<file path="src/rtl/b64enc_pkg.sv">
// Package for the base64 stream encoder.
// Holds the group phase codes, the character job carried between the front
// and back parts, and the sextet-to-ASCII mapping. No dependencies.
package b64enc_pkg;

  localparam int unsigned CharW   = 8;
  localparam int unsigned JobSlots = 4;
  localparam logic [CharW-1:0] PadChar = 8'h3D;  // '='

  typedef enum logic [1:0] {
    PhaseFirst  = 2'd0,
    PhaseSecond = 2'd1,
    PhaseThird  = 2'd2
  } phase_e;

  // Characters produced by one input byte; last_idx is the slot of the
  // final valid character, fin marks the end of the encoded message.
  typedef struct packed {
    logic [JobSlots-1:0][CharW-1:0] chars;
    logic [1:0]                     last_idx;
    logic                           fin;
  } job_t;

  // Standard alphabet: A-Z, a-z, 0-9, '+', '/'.
  function automatic logic [CharW-1:0] sextet_char(input logic [5:0] v);
    logic [CharW-1:0] c;
    if (v < 6'd26) begin
      c = 8'h41 + {2'b00, v};
    end else if (v < 6'd52) begin
      c = 8'h61 + {2'b00, v} - 8'd26;
    end else if (v < 6'd62) begin
      c = 8'h30 + {2'b00, v} - 8'd52;
    end else if (v == 6'd62) begin
      c = 8'h2B;
    end else begin
      c = 8'h2F;
    end
    return c;
  endfunction

endpackage

</file>
<file path="src/rtl/b64enc_front.sv">
// Front part of the base64 stream encoder: accepts bytes, tracks the group
// phase and leftover bits, and builds one character job per byte.
// Depends on b64enc_pkg.
module b64enc_front import b64enc_pkg::*; (
  input  logic       clk_i,
  input  logic       rst_ni,
  input  logic       in_valid_i,
  output logic       in_ready_o,
  input  logic [7:0] data_byte_i,
  input  logic       final_byte_i,
  input  logic       q_full_i,
  output logic       q_push_o,
  output job_t       q_job_o
);

  phase_e     phase_q, phase_d;
  logic [3:0] left_q, left_d;
  logic       accept;

  assign in_ready_o = !q_full_i;
  assign accept     = in_valid_i && in_ready_o;
  assign q_push_o   = accept;

  always_comb begin
    q_job_o          = '0;
    q_job_o.chars    = {JobSlots{PadChar}};
    q_job_o.fin      = final_byte_i;
    q_job_o.last_idx = 2'd0;
    phase_d          = phase_q;
    left_d           = left_q;
    unique case (phase_q)
      PhaseSecond: begin
        q_job_o.chars[0] = sextet_char({left_q[1:0], data_byte_i[7:4]});
        if (final_byte_i) begin
          q_job_o.chars[1] = sextet_char({data_byte_i[3:0], 2'b00});
          q_job_o.last_idx = 2'd2;
        end
        left_d  = data_byte_i[3:0];
        phase_d = PhaseThird;
      end
      PhaseThird: begin
        q_job_o.chars[0] = sextet_char({left_q, data_byte_i[7:6]});
        q_job_o.chars[1] = sextet_char(data_byte_i[5:0]);
        q_job_o.last_idx = 2'd1;
        left_d  = '0;
        phase_d = PhaseFirst;
      end
      default: begin
        q_job_o.chars[0] = sextet_char(data_byte_i[7:2]);
        if (final_byte_i) begin
          q_job_o.chars[1] = sextet_char({data_byte_i[1:0], 4'b0000});
          q_job_o.last_idx = 2'd3;
        end
        left_d  = {2'b00, data_byte_i[1:0]};
        phase_d = PhaseSecond;
      end
    endcase
    // Message end: return to a fresh group.
    if (final_byte_i) begin
      phase_d = PhaseFirst;
      left_d  = '0;
    end
  end

  always_ff @(posedge clk_i or negedge rst_ni) begin
    if (!rst_ni) begin
      phase_q <= PhaseFirst;
      left_q  <= '0;
    end else if (accept) begin
      phase_q <= phase_d;
      left_q  <= left_d;
    end
  end

endmodule

</file>
<file path="src/rtl/b64enc_queue.sv">
// Short job queue between the front and back parts of the base64 encoder.
// Register-based FIFO of character jobs. Depends on b64enc_pkg.
module b64enc_queue import b64enc_pkg::*; #(
  parameter int unsigned Depth = 2
) (
  input  logic clk_i,
  input  logic rst_ni,
  input  logic push_i,
  input  job_t job_i,
  output logic full_o,
  input  logic pop_i,
  output logic valid_o,
  output job_t job_o
);

  localparam int unsigned PtrW = (Depth > 1) ? $clog2(Depth) : 1;
  localparam int unsigned CntW = $clog2(Depth + 1);

  job_t            mem_q [Depth];
  logic [PtrW-1:0] wr_ptr_q, rd_ptr_q;
  logic [CntW-1:0] count_q;

  assign full_o  = (count_q == CntW'(Depth));
  assign valid_o = (count_q != '0);
  assign job_o   = mem_q[rd_ptr_q];

  function automatic logic [PtrW-1:0] ptr_next(input logic [PtrW-1:0] p);
    return (p == PtrW'(Depth - 1)) ? '0 : p + 1'b1;
  endfunction

  always_ff @(posedge clk_i) begin
    if (push_i) begin
      mem_q[wr_ptr_q] <= job_i;
    end
  end

  always_ff @(posedge clk_i or negedge rst_ni) begin
    if (!rst_ni) begin
      wr_ptr_q <= '0;
      rd_ptr_q <= '0;
      count_q  <= '0;
    end else begin
      if (push_i) wr_ptr_q <= ptr_next(wr_ptr_q);
      if (pop_i)  rd_ptr_q <= ptr_next(rd_ptr_q);
      if (push_i && !pop_i) begin
        count_q <= count_q + 1'b1;
      end else if (pop_i && !push_i) begin
        count_q <= count_q - 1'b1;
      end
    end
  end

`ifndef SYNTHESIS
  a_no_push_full: assert property (@(posedge clk_i) disable iff (!rst_ni)
    push_i |-> !full_o) else $error("queue push while full");
  a_no_pop_empty: assert property (@(posedge clk_i) disable iff (!rst_ni)
    pop_i |-> valid_o) else $error("queue pop while empty");
  a_count_range: assert property (@(posedge clk_i) disable iff (!rst_ni)
    count_q <= CntW'(Depth)) else $error("queue count out of range");
  a_push_fills: assert property (@(posedge clk_i) disable iff (!rst_ni)
    (push_i && !pop_i) |=> valid_o) else $error("queue empty after push");
`endif

endmodule

</file>
<file path="src/rtl/b64enc_back.sv">
// Back part of the base64 encoder: pops character jobs and emits one
// character per beat through a registered output. Depends on b64enc_pkg.
module b64enc_back import b64enc_pkg::*; (
  input  logic             clk_i,
  input  logic             rst_ni,
  input  logic             q_valid_i,
  input  job_t             q_job_i,
  output logic             q_pop_o,
  output logic             out_valid_o,
  input  logic             out_ready_i,
  output logic [CharW-1:0] out_char_o,
  output logic             last_char_o
);

  logic [1:0]       idx_q;
  logic             valid_q;
  logic [CharW-1:0] char_q;
  logic             last_q;
  logic             load;
  logic             at_end;

  assign load    = q_valid_i && (!valid_q || out_ready_i);
  assign at_end  = (idx_q == q_job_i.last_idx);
  assign q_pop_o = load && at_end;

  always_ff @(posedge clk_i or negedge rst_ni) begin
    if (!rst_ni) begin
      valid_q <= 1'b0;
      idx_q   <= '0;
    end else if (load) begin
      valid_q <= 1'b1;
      idx_q   <= at_end ? 2'd0 : idx_q + 1'b1;
    end else if (out_ready_i) begin
      valid_q <= 1'b0;
    end
  end

  always_ff @(posedge clk_i) begin
    if (load) begin
      char_q <= q_job_i.chars[idx_q];
      last_q <= at_end && q_job_i.fin;
    end
  end

  assign out_valid_o = valid_q;
  assign out_char_o  = char_q;
  assign last_char_o = last_q;

endmodule

</file>
<file path="src/rtl/base64_stream_encoder.sv">
// Streaming base64 encoder, standard alphabet with '=' padding.
// A byte's job goes into the job queue, and from there into the output register.
// Throughput: one character per cycle at the output register while out_ready_i holds
// and a job is queued; a byte is taken every cycle while the job queue has room.
// Reset (async, active low) empties the queue, drops the output beat and
// returns the group phase to the start of a group.
module base64_stream_encoder import b64enc_pkg::*; #(
  parameter int unsigned QueueDepth = 2
) (
  input  logic       clk_i,
  input  logic       rst_ni,
  input  logic       in_valid_i,
  output logic       in_ready_o,
  input  logic [7:0] data_byte_i,
  input  logic       final_byte_i,
  output logic       out_valid_o,
  input  logic       out_ready_i,
  output logic [7:0] out_char_o,
  output logic       last_char_o
);

  logic q_push, q_full, q_pop, q_valid;
  job_t push_job, head_job;

  b64enc_front u_front (
    .clk_i        (clk_i),
    .rst_ni       (rst_ni),
    .in_valid_i   (in_valid_i),
    .in_ready_o   (in_ready_o),
    .data_byte_i  (data_byte_i),
    .final_byte_i (final_byte_i),
    .q_full_i     (q_full),
    .q_push_o     (q_push),
    .q_job_o      (push_job)
  );

  b64enc_queue #(
    .Depth (QueueDepth)
  ) u_queue (
    .clk_i   (clk_i),
    .rst_ni  (rst_ni),
    .push_i  (q_push),
    .job_i   (push_job),
    .full_o  (q_full),
    .pop_i   (q_pop),
    .valid_o (q_valid),
    .job_o   (head_job)
  );

  b64enc_back u_back (
    .clk_i       (clk_i),
    .rst_ni      (rst_ni),
    .q_valid_i   (q_valid),
    .q_job_i     (head_job),
    .q_pop_o     (q_pop),
    .out_valid_o (out_valid_o),
    .out_ready_i (out_ready_i),
    .out_char_o  (out_char_o),
    .last_char_o (last_char_o)
  );

endmodule
</file>
<file path="config.mk">
export PLATFORM = sky130hd
export DESIGN_NAME = base64_stream_encoder
export DESIGN_NICKNAME = d
export VERILOG_FILES = /design/src/rtl/b64enc_pkg.sv /design/src/rtl/b64enc_front.sv /design/src/rtl/b64enc_queue.sv /design/src/rtl/b64enc_back.sv /design/src/rtl/base64_stream_encoder.sv
export SDC_FILE = /design/constraint.sdc
export NUM_CORES = 1
export LEC_CHECK = 0
export BUFFER_PORTS_ARGS = -buffer_cell sky130_fd_sc_hd__buf_2
export CAP_MARGIN = 20
export CORE_ASPECT_RATIO = 1.25
export CORE_MARGIN = 1
export CORE_UTILIZATION = 57
export DETAILED_ROUTE_END_ITERATION = 8
export PLACE_DENSITY = 0.75
export SLEW_MARGIN = 10
export SYNTH_ARGS = -nofsm -noshare
export SYNTH_HDL_FRONTEND = slang
export SYNTH_HIERARCHICAL = 1
export SYNTH_SLANG_ARGS = --single-unit
</file>
<file path="constraint.sdc">
create_clock -name clk_i -period 3.1 [get_ports clk_i]
set_input_delay 0.31 -clock clk_i [delete_from_list [all_inputs] [get_ports clk_i]]
set_output_delay 0.31 -clock clk_i [all_outputs]
set_load 0.03 [all_outputs]
</file>
# Yosys cells after proc, flatten, opt, wreduce, memory -nomap -nowiden
# Memory sizes are Yosys's and may differ from the RTL's.
# Cells that the tools add are included.
# W data, S select, Z words.
# op_classes
muxes	42
reduce_logical	14
n_addsub	35
order_cmp	19
n_bitwise	0
div_mod_pow	0
shift	0
n_mul	0
eq_ne	8
# op_table
operator	n
$mux W8	21
$add A7 B6 Y8 const A	12
$lt A6 B6 Y1 const B	12
$sub A8 B5 Y8 const B	6
$sub A8 B6 Y8 const B	6
$add A6 B6 Y7 const A	6
$lt A6 B5 Y1 const B	6
$pmux W18 S2	1
$eq A6 B6 Y1 const B	4
$bmux W8 S2	1
$mux W2	6
$mux W3	4
$pmux W4 S2	1
$logic_and A1 B1 Y1	6
$mux W1	6
$reduce_bool A2 Y1	3
$add A2 B1 Y2 const B	2
$eq A2 B2 Y1 const B	2
$logic_not A1 Y1	4
$mux W4	1
$pmux W2 S2	1
$lt A2 B3 Y1 const B	1
$add A1 B1 Y1 const B	2
$eq A2 B1 Y1 const B	1
3 further kinds	3
# word_totals
out_inout_bits	11
in_bits	13
latch_bits	0
ff_bits	22
n_memories	1
wordCells	128
mem_bits_ro	0
mem_bits_rw	38
# memory_table
memory	depth	width	read_ports	rd_ports_with_merged_regs	write_ports	line_no	source
u_queue.mem_q	2	19	1	0	1	b64enc_queue.sv:19	job_t mem_q [Depth];

# Longest topological paths before layout
# Gate-level depths: netlist of the first run.
# logic_depth
depth_word	7
depth_mapped	10
mapped_depth_nobuf	8

# By module
# Netlist of the first run, hierarchy kept.
# by_module_without_submodules
mod	seq_area_each_um2	area_per_inst_um2	n_inst	cells_each
b64enc_queue	2202.1	2865.2	1	125
b64enc_front	150.1	2449.8	1	364
b64enc_back	345.3	660.6	1	38

# Worst setup path after synthesis of the first run
# Ideal clock, no wire load.
# synth_timing
path_kind	reg-to-reg
from	register u_queue.count_q[1]
to	memory u_queue/mem_q[0][0] (netlist bit) (enable)
required_ns	2.669
setup_time_ns	0.431
path_stages_with_launch	6
arrival_ns	2.728
synth_period_minus_slack_ns	3.159
setup_slack_ns	-0.059
path_buffers	0
cell_sequence	dfrtp_1 nor2b_1 inv_1 nand2_1 inv_1 nor2b_1
# synth_between
elab_chain_cells	5
# synth_lines
element	line_no	source
start: declaration	b64enc_queue.sv:21	logic [CntW-1:0] count_q;
start signal: assignment	b64enc_queue.sv:46	count_q <= count_q + 1'b1;
start signal: assignment	b64enc_queue.sv:48	count_q <= count_q - 1'b1;
$eq A2 B2 Y1	b64enc_queue.sv:23	assign full_o = (count_q == CntW'(Depth));
via q_full	base64_stream_encoder.sv:22	logic q_push, q_full, q_pop, q_valid;
$logic_not A1 Y1	b64enc_front.sv:20	assign in_ready_o = !q_full_i;
via in_ready_o	base64_stream_encoder.sv:13	output logic in_ready_o,
$logic_and A1 B1 Y1	b64enc_front.sv:21	assign accept = in_valid_i && in_ready_o;
via q_push	base64_stream_encoder.sv:22	
$mux W1	b64enc_queue.sv:32	if (push_i) begin
$mux W1 (not written as such)	b64enc_queue.sv:33	mem_q[wr_ptr_q] <= job_i;
end: declaration	b64enc_queue.sv:19	
# The timed path passes the listed nets, and every way through them passes these cells.

==> results.yml, run 1 <==
logic_synthesis:
  yosys_warnings: 6
  yosys_register_bits: 92
  yosys-top-cells-area: "edfxtp_1, mux2_4, dfrtp_1"
  synth.avg_cell_area_um2: 11.3
  synth_enable_flop_cells: 79
  synth-seq-area-share_pct: 45.1
  ys_types: 68
  syn-cell-area_mm2: 0.00598
  synth-async-reset-ratio_pct: 14.1
  yosysTopAreaCellShare_pct: 39.7
  ys.flop_type: "edfxtp_1"
  synthCells: 527
  yosysTopAreaCell: "edfxtp_1"
global_routing:
  first_global_vias: 4111
  overflow: 0
  track_usage_pct: 27.0
  grt_max_degree: 36
  grt_pass1_wl_um: 21800
  antenna_found_initial: 0
power_and_ir_drop:
  p_leak_nw: 2.43
  sequentialPowerShare_pct: 38.0
  p_per_area_mw_per_mm2: 907
  p_comb_share_pct: 42.3
  ir_worst_vdd_v: 0.000404
  power.internal_w: 0.00370
  power.switching_w: 0.00208
  switching_share_pct: 36.0
  clkPwrFrac_pct: 19.7
route:
  viasPerCell: 6.33
  wirelength_um: 14000
  vias: 4243
  firstDrtPassIters: 5
  avgRoutedWirePerCell_um: 21.0
  drt_iter0_markers: 308
  drc_errors: 0
  ant_nets: 0
clocking:
  cts_max_path_buffers: 2
  cts-root-buf: "clkbuf_16"
  numCtsBuffers: 9
  clk_pin_slew_ns: 0.06
  tritoncts: "yes"
  clkSinkCount: 92
  clock_latency_ns: 0.34
  htree_levels: 3
setup_path:
  path_class: "reg -> reg"
  cp_max_fo: 12
  reg2reg_to: "u_queue/mem_q[0][6]"
  cp-startpoint: "u_front/left_q[0]"
  r2r_cells: 8
  startpoint_type: "flop"
  reg2reg_from: "u_front/left_q[0]"
  worstPathArrival_ns: 2.71
  r2r_slack_ns: 0.50
  critPathCaptureType: "flop"
  cp.required_ns: 3.22
placed_design:
  gp_congestion: 0.953
  hpwl_um: 9880
  io_buffer_count: 23
  place_area_mm2: 0.00604
hold_path:
  holdCritStartpoint: "out_ready_i"
  holdPathStages: 3
  hold_path.class: "in -> reg"
  holdPathEnd: "u_back/out_valid_o"
timing:
  clock.fmax_mhz: 385
  setup_viol: 0
  tns_ns: 0
  rsz0062_at_grt: "no"
  finalCriticalPeriod_ns: 2.60
  worst_slew_pin_slew_ns: 0.829
  skew_ns: 0.00613
  slew_viol_final: 0
  slew_headroom_pct: 44.7
  fin_crit_sh_pct: 83.8
  hold_viol: 0
run_status:
  status: "finished clean"
floorplan:
  die_y_um: 116
  rows: 41
  fp.dieArea_mm2: 0.0109
  core_area_mm2: 0.0102
  start_util_pct: 58.8
  io_pins: 24
  fp.dieW_um: 93.6
final_layout:
  diodes: 0
  fin_area_mm2: 0.00636
  fin_util_pct: 62.7
  num-nets-final: 575
  area_growth_pct: 6.51
  layout-drive-gt1-share_pct: 18.5
job:
  cap_violations: 0
-- stage by stage --
step	setup slack, ns	hold WS, ns	cells	total power, W
2_1_floorplan	0.593	0.0144	541	0.00408
3_3_place_gp	0.361	0.205	653	0.00454
3_5_place_dp	0.372	0.215	653	0.00462
4_1_cts	0.529	0.323	670	0.00579
5_1_grt	0.325	0.372	670	0.00607
6_report	0.504	0.328	670	0.00577
-- routing by layer --
layer  vias up  routed length (um)  track usage, %
li1       1965                   -               -
met1      2066                5610            32.6
met2       177                7280            48.3
met3        35                 722            4.43
met4         0                 427            10.7
met5         -                   0               0
-- power by group through the flow --
| stage | clock network (W) | registers (W) | logic (W) |
|---|---|---|---|
| detailed placement | 0 | 0.00221 | 0.00241 |
| floorplan | 0 | 0.00220 | 0.00187 |
| global placement | 0 | 0.00218 | 0.00237 |
| global route | 0.00121 | 0.00223 | 0.00263 |
| finish | 0.00114 | 0.00219 | 0.00244 |
| CTS | 0.00116 | 0.00219 | 0.00244 |
-- registers in the layout, summed over array words and instances, names as in the netlist --
register	flops
u_back/idx_q	2
u_back/out_char_o	8
u_front/phase_q	2
u_queue/wr_ptr_q	1
u_back/last_char_o	1
u_queue/count_q	2
u_back/out_valid_o	1
u_front/left_q	4
u_queue/rd_ptr_q	1
u_queue/mem_q	70
-- cell usage in the layout, fill, tap and decap left out, types with 3 or more instances in the layout --
cell | netlist | routed
o21ai_0 | 31 | 31
nand2b_1 | 8 | 8
and2_1 | 5 | 5
ha_1 | 26 | 26
conb_1 | 2 | 16
xnor2_1 | 11 | 11
a211oi_1 | 5 | 5
nor2_1 | 20 | 20
clkbuf_16 | 0 | 9
a21oi_1 | 23 | 23
nor2b_1 | 12 | 11
o211ai_1 | 5 | 5
a31oi_1 | 10 | 10
mux2_2 | 6 | 6
o311ai_0 | 3 | 3
buf_4 | 19 | 8
nand3_1 | 22 | 22
nor3b_1 | 3 | 3
nor3_1 | 10 | 10
o221ai_1 | 3 | 3
dfrtp_1 | 13 | 12
o2111ai_1 | 5 | 5
edfxtp_1 | 79 | 79
buf_2 | 15 | 23
or3_1 | 6 | 6
xor2_1 | 9 | 9
nand2_1 | 37 | 37
nand4_1 | 3 | 3
mux2i_1 | 9 | 9
inv_1 | 23 | 23
mux2_4 | 30 | 30
nand3b_1 | 5 | 5
a21o_1 | 5 | 5
mux4_2 | 6 | 6
-- cell type report --
| class | instances | area, um2 |
|---|---|---|
| Clock buffer | 9 | 225 |
| Clock inverter | 7 | 90.1 |
| Fill cell | 834 | 3790 |
| Inverter | 23 | 86.3 |
| Multi-Input combinational cell | 378 | 2920 |
| Sequential cell | 92 | 2700 |
| Tap cell | 129 | 161 |
| Timing Repair Buffer | 32 | 185 |
-- worst max-delay path, stage by stage, from the launching register on --
cell,delay (ns)
dfrtp_1,0.62
inv_1,0.25
ha_1,0.29
a21oi_2,0.23
o21bai_2,0.18
a211oi_1,0.27
nor4_1,0.09
buf_4,0.14
o21bai_1,0.29
-- how the worst max path moves through the flow --
stage | end | slack (ns) | cells after the start
finish | u_queue/mem_q[0][6] | 0.50 | 8
global route | u_queue/mem_q[0][6] | 0.33 | 7
CTS | u_queue/mem_q[0][6] | 0.53 | 8
floorplan | u_queue/mem_q[0][0] | 0.59 | 5
global placement | u_queue/mem_q[0][9] | 0.36 | 8
detailed placement | u_queue/mem_q[0][16] | 0.37 | 7
-- synthesized netlist by cell type (10+ instances only) --
master	count
inv_1	23
ha_1	26
dfrtp_1	13
buf_2	15
xnor2_1	11
nand3_1	22
nor2b_1	12
nor2_1	20
a31oi_1	10
mux2_4	30
o21ai_0	31
buf_4	19
edfxtp_1	79
nand2_1	37
a21oi_1	23
nor3_1	10
-- cells by family (layout without fill, tap and decap cells) --
logic type | count (synthesis) | in the layout | synth area share [%]
other | 2 | 16 | 0.126
adder cells (fa/ha/maj) | 26 | 26 | 5.44
AO/OA/AOI/OAI | 121 | 121 | 13.7
flip-flops | 92 | 92 | 45.1
multiplexers | 54 | 54 | 13.5
AND/OR/NAND/NOR | 141 | 141 | 12.1
XOR/XNOR | 20 | 20 | 2.93
buffers and inverters | 71 | 71 | 7.04
-- what timing repair did --
item	in CTS	in global routing
setup endpoints to repair	0	0
hold buffers	1	0
hold endpoints to repair	13	0
setup buffers	0	0
gates resized for setup	0	0
No activity file was read; power rests on OpenSTA's default activity.
==> inputs of run 2 (changes only) <==
==> constraint.sdc (replaced) <==
create_clock -name clk_i -period 2.2 [get_ports clk_i]
set_input_delay 0.22 -clock clk_i [delete_from_list [all_inputs] [get_ports clk_i]]
set_output_delay 0.22 -clock clk_i [all_outputs]
set_load 0.03 [all_outputs]
==> run 2 against run 1 <==
Net effect: clock power increased by 52%; sequential power increased by 35%; fmax increased by 22%; setup slack got worse by 0.44 ns; final cell count increased by 7.3%; non-clock buffer count increased by 49; design area increased by 6.9%; via count increased by 3.2%; critical path depth increased by 1.
==> results.yml, run 2 (synthesis gave the netlist of run 1 again) <==
final_layout:
  num-nets-final: 624
  layout-drive-gt1-share_pct: 26.1
  diodes: 0
  area_growth_pct: 13.9
  regMostFlops: "u_queue/mem_q"
  final_common_cell: "edfxtp_1"
  largest_register_ff_count: 70
  final_cell_mix: "edfxtp_1, buf_4, nand2_1, o21ai_0, mux2_4"
timing:
  tns_ns: 0
  hold_viol: 0
  worst_slew_pin_slew_ns: 0.541
  rsz0062_at_grt: "no"
  setup_viol: 0
  finalCriticalPeriod_ns: 2.13
  clock.fmax_mhz: 469
  skew_ns: 0.00934
  fin_crit_sh_pct: 96.9
  slew_viol_final: 0
  setup_slack_ns: 0.0674
  slew_headroom_pct: 63.9
clocking:
  clock_latency_ns: 0.34
  cts_setup_buffers: 0
  clkSinkCount: 92
  clk_pin_slew_ns: 0.07
  htree_levels: 3
  cts_max_path_buffers: 2
  cts-root-buf: "clkbuf_16"
  numCtsBuffers: 9
  tritoncts: "yes"
power_and_ir_drop:
  p_leak_nw: 2.68
  p_total_w: 0.00860
  ir_worst_vdd_v: 0.000642
  p_per_area_mw_per_mm2: 1260
floorplan:
  rows: 41
  core_area_mm2: 0.0102
  fp.dieW_um: 93.6
  io_pins: 24
  die_y_um: 116
  start_util_pct: 58.8
  fp.dieArea_mm2: 0.0109
setup_path:
  critPathCaptureType: "flop"
  r2r_slack_ns: 0.07
  r2r_cells: 9
  reg2reg_from: "u_front/left_q[0]"
  worstPathArrival_ns: 2.22
  reg2reg_to: "u_queue/mem_q[0][6]"
  crit_path_end: "u_queue/mem_q[0][6]"
  startpoint_type: "flop"
  cp_max_fo: 3
  cp.required_ns: 2.29
  cp-startpoint: "u_front/left_q[0]"
  path_class: "reg -> reg"
placed_design:
  io_buffer_count: 23
  hpwl_um: 10600
  place_ws_ns: 0.0550
  gp_congestion: 0.980
route:
  wirelength_um: 14500
  viasPerCell: 6.09
  vias: 4377
  avgRoutedWirePerCell_um: 20.2
  drc_errors: 0
  ant_nets: 0
  drt_iter0_markers: 392
  firstDrtPassIters: 5
global_routing:
  grt_pass1_wl_um: 22800
  grt_max_degree: 36
  first_global_vias: 4380
  antenna_found_initial: 0
  track_usage_pct: 28.1
  overflow: 0
hold_path:
  hold_path.class: "in -> reg"
  holdPathStages: 3
  holdCritStartpoint: "out_ready_i"
job:
  cap_violations: 0
run_status:
  status: "finished clean"
run 2: worst max-delay path, cell delays in order, from the launching register on:
cell and delay (ns):
dfrtp_1 0.41, inv_1 0.10, ha_1 0.23, a21oi_2 0.22, buf_4 0.16, o21ba_2 0.15
nor4_1 0.05, nor4_1 0.31, buf_4 0.18, o21bai_1 0.07
run 2: per-stage QoR:
stage / instances / util (%) / area [um2] / hold slack [ns]
2_1_floorplan: 541 / - / 6040 / -0.0756
3_3_place_gp: 702 / 63.3 / 6430 / 0.126
3_5_place_dp: 702 / 63.3 / 6430 / 0.131
4_1_cts: 719 / 66.9 / 6790 / 0.211
5_1_grt: 719 / 67.0 / 6800 / 0.245
6_report: 719 / 67.0 / 6800 / 0.219
run 2: layout make-up:
type / instances / area (um2)
fillers: 787 / 3350
inverters: 23 / 86.3
well taps: 129 / 161
repair buffers: 81 / 578
clock buffers: 10 / 229
clock inverters: 6 / 113
multi-input cells: 378 / 2940
flip-flops and latches: 92 / 2700
run 2: worst min path at each step:
stage	to	slack, ns
final	u_back/out_valid_o	0.22
after global routing	u_back/out_valid_o	0.24
after CTS	u_back/out_valid_o	0.21
after detailed placement	u_front/left_q[1]	0.13
after global placement	u_front/left_q[1]	0.13
after floorplan	u_back/idx_q[0]	-0.08
run 2: timing repair:
item	4_1_cts	5_1_grt
gates cloned	0	0
hold buffers	1	0
hold endpoints to repair	13	0
resized for setup	1	4
pin swaps	0	1
endpoints found under the setup margin	1	10
run 2: power by group:
part           leakage [nW]  switching, W  total, W  internal (W)
clock                 0.167      0.000623   0.00173       0.00111
sequential            0.899      0.000237   0.00296       0.00272
combinational          1.61       0.00216   0.00390       0.00175
run 2: layer usage:
metal	share of wire (%)	wire length, um	global-route usage (%)
met5	0	0	0
met4	3.8	550	11.9
met3	5.3	768	3.97
met2	51	7390	49.8
met1	40	5810	34.4
